### src/hdl/voxel_dose_tally_defines.svh
// ----------------------------------------------------------------------------
// Voxel dose tally assertion macros
// Concurrent assertion helpers, empty when SYNTHESIS is defined.
// ----------------------------------------------------------------------------
`ifndef VOXEL_DOSE_TALLY_DEFINES_SVH
`define VOXEL_DOSE_TALLY_DEFINES_SVH

`ifndef SYNTHESIS
`define VDT_ASSERT_SAME(name, clk, rst, ante, cons) \
   name: assert property (@(posedge clk) disable iff (rst) (ante) |-> (cons)) \
      else $error("voxel dose tally assertion failed");
`define VDT_ASSERT_NEXT(name, clk, rst, ante, cons) \
   name: assert property (@(posedge clk) disable iff (rst) (ante) |=> (cons)) \
      else $error("voxel dose tally assertion failed");
`else
`define VDT_ASSERT_SAME(name, clk, rst, ante, cons)
`define VDT_ASSERT_NEXT(name, clk, rst, ante, cons)
`endif

`endif

### src/hdl/vdt_pkg.sv
`default_nettype none
// ----------------------------------------------------------------------------
// Voxel dose tally package
// Shared types, codes and constants of the tally controller and datapath.
// ----------------------------------------------------------------------------
package vdt_pkg;

   localparam int MAX_VOXELS_DEFAULT = 32;

   localparam logic OP_DEPOSIT = 1'b0;
   localparam logic OP_READ    = 1'b1;

   localparam logic [2:0] ST_OK           = 3'd0;
   localparam logic [2:0] ST_OUTSIDE      = 3'd1;
   localparam logic [2:0] ST_ZERO_DEPOSIT = 3'd2;
   localparam logic [2:0] ST_RANGE        = 3'd3;
   localparam logic [2:0] ST_ZERO_DENSITY = 3'd4;

   localparam logic [1:0] REG_AXIS_X = 2'd0;
   localparam logic [1:0] REG_AXIS_Y = 2'd1;
   localparam logic [1:0] REG_AXIS_Z = 2'd2;
   localparam logic [1:0] REG_VOLUME = 2'd3;

   localparam logic [5:0]  AXIS_RESET   = 6'd32;
   localparam logic [31:0] VOLUME_RESET = 32'd1048576;
   localparam logic [31:0] DEV_SCALE    = 32'd655360000;

   localparam logic [1:0] MUL_NQ  = 2'd0;
   localparam logic [1:0] MUL_S2  = 2'd1;
   localparam logic [1:0] MUL_NUM = 2'd2;
   localparam logic [1:0] MUL_DEN = 2'd3;

   localparam logic DIV_SRC_DOSE = 1'b0;
   localparam logic DIV_SRC_DEV  = 1'b1;

   localparam logic [1:0] DEV_ZERO = 2'd0;
   localparam logic [1:0] DEV_SAT  = 2'd1;
   localparam logic [1:0] DEV_ROOT = 2'd2;

   localparam logic [6:0] DIV_LAST        = 7'd127;
   localparam logic [6:0] SQRT_LAST       = 7'd15;
   localparam logic [6:0] MUL_NARROW_LAST = 7'd31;
   localparam logic [6:0] MUL_WIDE_LAST   = 7'd47;

   typedef struct packed {
      logic [31:0] hits;
      logic [47:0] sum;
      logic [63:0] sq;
      logic [15:0] dev;
   } rec_type;

   typedef struct packed {
      logic       capture;
      logic       clear;
      logic       load_rec;
      logic       mass;
      logic       div_load;
      logic       div_src;
      logic       div_step;
      logic       dose;
      logic       accum;
      logic       mul_load;
      logic [1:0] mul_sel;
      logic       mul_step;
      logic       mul_store;
      logic       diff;
      logic       sqrt_load;
      logic       sqrt_step;
      logic       dev_set;
      logic [1:0] dev_src;
      logic       write;
   } cmd_type;

   typedef struct packed {
      logic clear_last;
      logic early;
      logic hits_ge2;
      logic sum_zero;
      logic diff_neg;
      logic quo_ovf;
   } stat_type;

endpackage
`default_nettype wire

### src/hdl/vdt_ctrl.sv
`default_nettype none
// ----------------------------------------------------------------------------
// Voxel dose tally controller
// Sequences the clearing pass, the dose division, the deviation chain and
// the result strobe.
// ----------------------------------------------------------------------------
`include "voxel_dose_tally_defines.svh"
module vdt_ctrl (
   input  logic              clock,
   input  logic              reset,
   input  logic              start,
   output logic              busy,
   output logic              rsp_valid,
   input  vdt_pkg::stat_type stat,
   output vdt_pkg::cmd_type  cmd
);
   import vdt_pkg::*;

   localparam logic [4:0] S_CLEAR   = 5'd0;
   localparam logic [4:0] S_IDLE    = 5'd1;
   localparam logic [4:0] S_LOOKUP  = 5'd2;
   localparam logic [4:0] S_CHECK   = 5'd3;
   localparam logic [4:0] S_MASS    = 5'd4;
   localparam logic [4:0] S_DDIV_LD = 5'd5;
   localparam logic [4:0] S_DDIV    = 5'd6;
   localparam logic [4:0] S_DOSE    = 5'd7;
   localparam logic [4:0] S_ACCUM   = 5'd8;
   localparam logic [4:0] S_DEVCHK  = 5'd9;
   localparam logic [4:0] S_MUL_LD  = 5'd10;
   localparam logic [4:0] S_MUL     = 5'd11;
   localparam logic [4:0] S_MUL_ST  = 5'd12;
   localparam logic [4:0] S_DIFF    = 5'd13;
   localparam logic [4:0] S_QDIV_LD = 5'd14;
   localparam logic [4:0] S_QDIV    = 5'd15;
   localparam logic [4:0] S_SQ_LD   = 5'd16;
   localparam logic [4:0] S_SQ      = 5'd17;
   localparam logic [4:0] S_SQ_ST   = 5'd18;
   localparam logic [4:0] S_WRITE   = 5'd19;
   localparam logic [4:0] S_RESPOND = 5'd20;

   logic [4:0] state_ff, state_in;
   logic [6:0] cnt_ff, cnt_in;
   logic [1:0] sel_ff, sel_in;
   logic [6:0] mul_last;

   assign mul_last  = (sel_ff == MUL_S2) ? MUL_WIDE_LAST : MUL_NARROW_LAST;
   assign busy      = (state_ff != S_IDLE);
   assign rsp_valid = (state_ff == S_RESPOND);

   always_comb begin
      state_in    = state_ff;
      cnt_in      = cnt_ff;
      sel_in      = sel_ff;
      cmd         = '0;
      cmd.mul_sel = sel_ff;
      case (state_ff)
         S_CLEAR: begin
            cmd.clear = 1'b1;
            if (stat.clear_last) state_in = S_IDLE;
         end
         S_IDLE: begin
            if (start) begin
               cmd.capture = 1'b1;
               state_in    = S_LOOKUP;
            end
         end
         S_LOOKUP: state_in = S_CHECK;
         S_CHECK: begin
            cmd.load_rec = 1'b1;
            state_in     = stat.early ? S_RESPOND : S_MASS;
         end
         S_MASS: begin
            cmd.mass = 1'b1;
            state_in = S_DDIV_LD;
         end
         S_DDIV_LD: begin
            cmd.div_load = 1'b1;
            cmd.div_src  = DIV_SRC_DOSE;
            cnt_in       = '0;
            state_in     = S_DDIV;
         end
         S_DDIV: begin
            cmd.div_step = 1'b1;
            cnt_in       = cnt_ff + 7'd1;
            if (cnt_ff == DIV_LAST) state_in = S_DOSE;
         end
         S_DOSE: begin
            cmd.dose = 1'b1;
            state_in = S_ACCUM;
         end
         S_ACCUM: begin
            cmd.accum = 1'b1;
            state_in  = S_DEVCHK;
         end
         S_DEVCHK: begin
            if (!stat.hits_ge2) begin
               state_in = S_WRITE;
            end else if (stat.sum_zero) begin
               cmd.dev_set = 1'b1;
               cmd.dev_src = DEV_ZERO;
               state_in    = S_WRITE;
            end else begin
               sel_in   = MUL_NQ;
               state_in = S_MUL_LD;
            end
         end
         S_MUL_LD: begin
            cmd.mul_load = 1'b1;
            cnt_in       = '0;
            state_in     = S_MUL;
         end
         S_MUL: begin
            cmd.mul_step = 1'b1;
            cnt_in       = cnt_ff + 7'd1;
            if (cnt_ff == mul_last) state_in = S_MUL_ST;
         end
         S_MUL_ST: begin
            cmd.mul_store = 1'b1;
            case (sel_ff)
               MUL_NQ: begin
                  sel_in   = MUL_S2;
                  state_in = S_MUL_LD;
               end
               MUL_S2:  state_in = S_DIFF;
               MUL_NUM: begin
                  sel_in   = MUL_DEN;
                  state_in = S_MUL_LD;
               end
               default: state_in = S_QDIV_LD;
            endcase
         end
         S_DIFF: begin
            if (stat.diff_neg) begin
               cmd.dev_set = 1'b1;
               cmd.dev_src = DEV_ZERO;
               state_in    = S_WRITE;
            end else begin
               cmd.diff = 1'b1;
               sel_in   = MUL_NUM;
               state_in = S_MUL_LD;
            end
         end
         S_QDIV_LD: begin
            cmd.div_load = 1'b1;
            cmd.div_src  = DIV_SRC_DEV;
            cnt_in       = '0;
            state_in     = S_QDIV;
         end
         S_QDIV: begin
            cmd.div_step = 1'b1;
            cnt_in       = cnt_ff + 7'd1;
            if (cnt_ff == DIV_LAST) state_in = S_SQ_LD;
         end
         S_SQ_LD: begin
            if (stat.quo_ovf) begin
               cmd.dev_set = 1'b1;
               cmd.dev_src = DEV_SAT;
               state_in    = S_WRITE;
            end else begin
               cmd.sqrt_load = 1'b1;
               cnt_in        = '0;
               state_in      = S_SQ;
            end
         end
         S_SQ: begin
            cmd.sqrt_step = 1'b1;
            cnt_in        = cnt_ff + 7'd1;
            if (cnt_ff == SQRT_LAST) state_in = S_SQ_ST;
         end
         S_SQ_ST: begin
            cmd.dev_set = 1'b1;
            cmd.dev_src = DEV_ROOT;
            state_in    = S_WRITE;
         end
         S_WRITE: begin
            cmd.write = 1'b1;
            state_in  = S_RESPOND;
         end
         S_RESPOND: state_in = S_IDLE;
         default:   state_in = S_IDLE;
      endcase
   end

   always_ff @(posedge clock) begin
      if (reset) begin
         state_ff <= S_CLEAR;
         cnt_ff   <= '0;
         sel_ff   <= MUL_NQ;
      end else begin
         state_ff <= state_in;
         cnt_ff   <= cnt_in;
         sel_ff   <= sel_in;
      end
   end

   `VDT_ASSERT_NEXT(a_strobe_single, clock, reset, rsp_valid, !rsp_valid)
   `VDT_ASSERT_NEXT(a_accept_lookup, clock, reset, start && !busy, state_ff == S_LOOKUP)
   `VDT_ASSERT_NEXT(a_write_respond, clock, reset, cmd.write, rsp_valid)
   `VDT_ASSERT_SAME(a_clear_no_write, clock, reset, cmd.clear, !cmd.write && busy)

endmodule
`default_nettype wire

### config.mk
export PLATFORM = sky130hd
export DESIGN_NAME = vdt_ctrl
export DESIGN_NICKNAME = d
export VERILOG_FILES = /design/src/hdl/vdt_pkg.sv /design/src/hdl/vdt_ctrl.sv
export VERILOG_INCLUDE_DIRS = /design/src /design/src/hdl
export SDC_FILE = /design/constraint.sdc
export NUM_CORES = 1
export LEC_CHECK = 0
export ABC_AREA = 1
export BUFFER_PORTS_ARGS = -buffer_cell sky130_fd_sc_hd__clkbuf_2
export CORE_ASPECT_RATIO = 1.4
export CORE_MARGIN = 2
export CORE_UTILIZATION = 30
export DETAILED_ROUTE_END_ITERATION = 8
export PLACE_DENSITY = 0.5
export SLEW_MARGIN = 20
export SYNTH_ARGS = -nofsm -noshare
export SYNTH_HDL_FRONTEND = slang
export SYNTH_SLANG_ARGS = --single-unit
### constraint.sdc
create_clock -name clock -period 2.95 [get_ports clock]
set_input_delay 0.885 -clock clock [delete_from_list [all_inputs] [get_ports clock]]
set_output_delay 0.885 -clock clock [all_outputs]
set_load 0.03 [all_outputs]
# == Yosys cells after proc, flatten, opt, wreduce, memory -nomap -nowiden ==
# Cells that the tools add are included.
# W data, S select, Z words.
# classes
addsub,1
n_eq_ne,37
n_reduce_logical,11
n_mux,44
# op_table
op,n
$pmux W5 S20,1
$mux W5,10
$eq A5 B4 Y1 const B,8
$eq A5 B5 Y1 const B,5
$pmux W7 S3,1
$eq A5 B3 Y1 const B,4
$ne A2 B2 Y1 const B,10
$mux W1,17
$mux W3,4
$pmux W3 S4,1
$eq A5 B2 Y1 const B,2
$mux W2,4
$pmux W2 S2,2
$add A7 B1 Y7 const B,1
$eq A7 B4 Y1 const B,1
$eq A7 B6 Y1,1
$eq A7 B7 Y1 const B,1
$mux W7,1
$mux W6,1
$pmux W2 S3,1
$pmux W3 S2,1
$reduce_and A6 Y1,1
$reduce_bool A3 Y1,2
$eq A5 B1 Y1 const B,1
other kinds (11),12
# word_totals
input_bits,9
reg_bits,14
out_inout_bits,23
elab_cells,96

# == Depth between registers and ports, before layout ==
# logic_depth
ltp_word,5
depth_mapped,11
depth_no_buf,11

# == Worst setup path after synthesis ==
# Ideal clock, no wire load.
# synth_timing
path_kind,input port to output port
from,input port stat[2] in the netlist's numbering
to,output port cmd[3] in the netlist's numbering
cell_stages,2
required_time_ps,2065
path_slack_ps,584
arrival_ps,1481
n_path_buf,0
cell_sequence,nand2_1 -> o2111ai_1
# synth_rtl
item,line_no,text
"start, declared",vdt_ctrl.sv:14,"input vdt_pkg::stat_type stat,"
"end, declared",vdt_ctrl.sv:15,output vdt_pkg::cmd_type cmd

==> results.cfg <==
[setup_path]
crit_path_end_kind = output pin
worst-path-max-fanout = 9
critPathRequiredTime_ns = 2.07
worstPathArrival_ns = 1.86
r2r.worst_path.cells = 9
worst_setup_path_start_kind = flop
path_class = flop to output pin

[min_path]
worstHoldPathCells = 2
hp-class = flop to flop

[cts]
cts_sinks = 14
clock_latency_ns = 0.25
cts_resized = 0
cts_hold_buf = 0
clock_path_buffers = 2
clk_pin_slew_ns = 0.06
ctsRootBufferMaster = clkbuf_8
h-tree-depth = 1
numCtsBuffers = 3
cts_setup_buffers = 0
cts_tree = yes

[synthesis]
syn_inst = 210
syn_nets = 220
yosysTopAreaCell = dfxtp_1
ys_ff_latch = 14
synth.area.top_cells = dfxtp_1 23%, nand2_1 18%, inv_1 9.1%, nor2_1 9.1%, nand3_1 7.1%
synth_area_per_cell_um2 = 5.72
ys_types = 26
synth_area_um2 = 1200
yosys_warnings = 0
synthDominantCellAreaShare_pct = 23.3
ys_seq_area_share_pct = 23.3

[floorplan]
rows = 27
start_util_pct = 30.9
die_x_um = 57.5
chipHeight_um = 78.9
ios = 32
core-area_um2 = 3880
dieArea_um2 = 4530

[drt]
num_vias = 1404
drt_pass1_iterations = 4
drt_iter0_markers = 53
drc = 0
wl_per_cell_um = 12.9
wl_um = 3660
post_drt_via_cell_ratio = 4.93
final_antenna_net_count = 0

[placement]
gp_congestion = 0.879
dpl.cell_count = 282
dp_hpwl_um = 3080
post-place-ws_ns = 0.413
port_buffers = 31

[layout]
final_cell_mix = 57 x nand2_1, 31 x clkbuf_2, 29 x nor2_1, 29 x inv_1, 17 x nand3_1
final_common_cell = nand2_1
multiInputGateArea_um2 = 779
seqCellArea_um2 = 280
antennaDiodeCount = 0
fin_nets = 254
fin_cells = 285
drive_gt1_share_pct = 23.6
synthToLayoutAreaGrowth_pct = 20.3
nFillCells = 450

[global_route]
grt_max_degree = 13
overflow = 0
track_usage_pct = 17.3
grt_pass1_vias = 1361
grt_first_pass_wirelength_um = 6020
antenna_found_initial = 0

[timing]
period_share_pct = 93.1
setup_tns_ns = 0
setup_viol = 0
drv_slew = 0
timing.fmax_mhz = 364
min_period_ns = 2.75
finClkSkew_ns = 0.00443
hold_viol = 0
slew_headroom_pct = 71.1
tightest_slew_ns = 0.433
fin_ws_ns = 0.203
rsz0062_at_grt = false

[power]
p_per_area_nw_per_um2 = 479
p_leak_uw = 0.000776
peakVddDrop_mv = 0.210

[run_status]
status = finished clean

[job]
drv_cap = 0
-- per-stage QoR --
| step | instance area, um^2 | hold WS [ns] | util, % | power (uW) |
|---|---|---|---|---|
| 6_report | 1450 | 0.497 | 37.2 | 693 |
| 5_1_grt | 1450 | 0.539 | 37.2 | 738 |
| 4_1_cts | 1450 | 0.501 | 37.2 | 699 |
| 3_5_place_dp | 1400 | 0.489 | 36.1 | 539 |
| 3_3_place_gp | 1400 | 0.494 | 36.1 | 544 |
| 2_1_floorplan | 1200 | 0.464 | - | 451 |
-- worst paths after layout --
path / start / to / slack, ns
min: cnt_ff[6]$_SDFFE_PP0P_ / cnt_ff[6]$_SDFFE_PP0P_ / 0.50
min reg2reg: cnt_ff[6]$_SDFFE_PP0P_ / cnt_ff[6]$_SDFFE_PP0P_ / 0.50
max: state_ff[3]$_SDFFE_PP0P_ / cmd[5] / 0.20
max reg2reg: cnt_ff[0]$_SDFFE_PP0P_ / state_ff[2]$_SDFFE_PP0P_ / 1.24
-- routing by layer --
layer | global-route usage, % | vias up | wire [um]
li1 | - | 736 | -
met1 | 17.5 | 619 | 1410
met2 | 32.6 | 36 | 1950
met3 | 1.63 | 13 | 127
met4 | 10.9 | 0 | 170
met5 | 0 | - | 0
-- final cells by class --
type	instances	share of cell area (%)
Inverter	34	8.83
Timing Repair Buffer	32	11.3
Tap cell	43	3.72
Sequential cell	14	19.4
Multi-Input combinational cell	159	53.9
Clock buffer	3	2.86
-- report_power, final --
part           switching, uW  internal (uW)
registers               19.1            203
clock network           66.4           90.4
logic                    228           86.2
-- synthesized netlist by cell type, drive strengths merged --
master and count:
a21oi 13, clkbuf 1, o2111ai 1, nand3 20
nand4 9, dfxtp 14, nor3 4, inv 34
xor2 1, or2 3, nor2 35, buf 2
nand2 62, o21ai 8, ha 1, o31ai 1
o21ba 1
-- critical path, cell delays in order, from the launching register on --
cell and delay [ns]:
dfxtp_1 0.40, nor2_4 0.22, nand2_2 0.14, nor2_1 0.15
inv_1 0.04, or2_0 0.35, inv_1 0.10, clkbuf_2 0.20
-- flip-flops by register name, indices dropped and copies added (netlist names) --
name / cells
cnt_ff: 7
state_ff: 5
sel_ff: 2
-- cell families (layout without fill, tap and decap cells) --
logic type / Yosys count / count (layout) / synth area share [%]
AND/OR/NAND/NOR: 133 / 133 / 52.2
buffers and inverters: 37 / 69 / 11.8
AO/OA/AOI/OAI: 24 / 24 / 10.9
XOR/XNOR: 1 / 1 / 0.729
flip-flops: 14 / 14 / 23.3
adder cells (fa/ha/maj): 1 / 1 / 1.04
No activity file was read; power rests on OpenSTA's default activity.
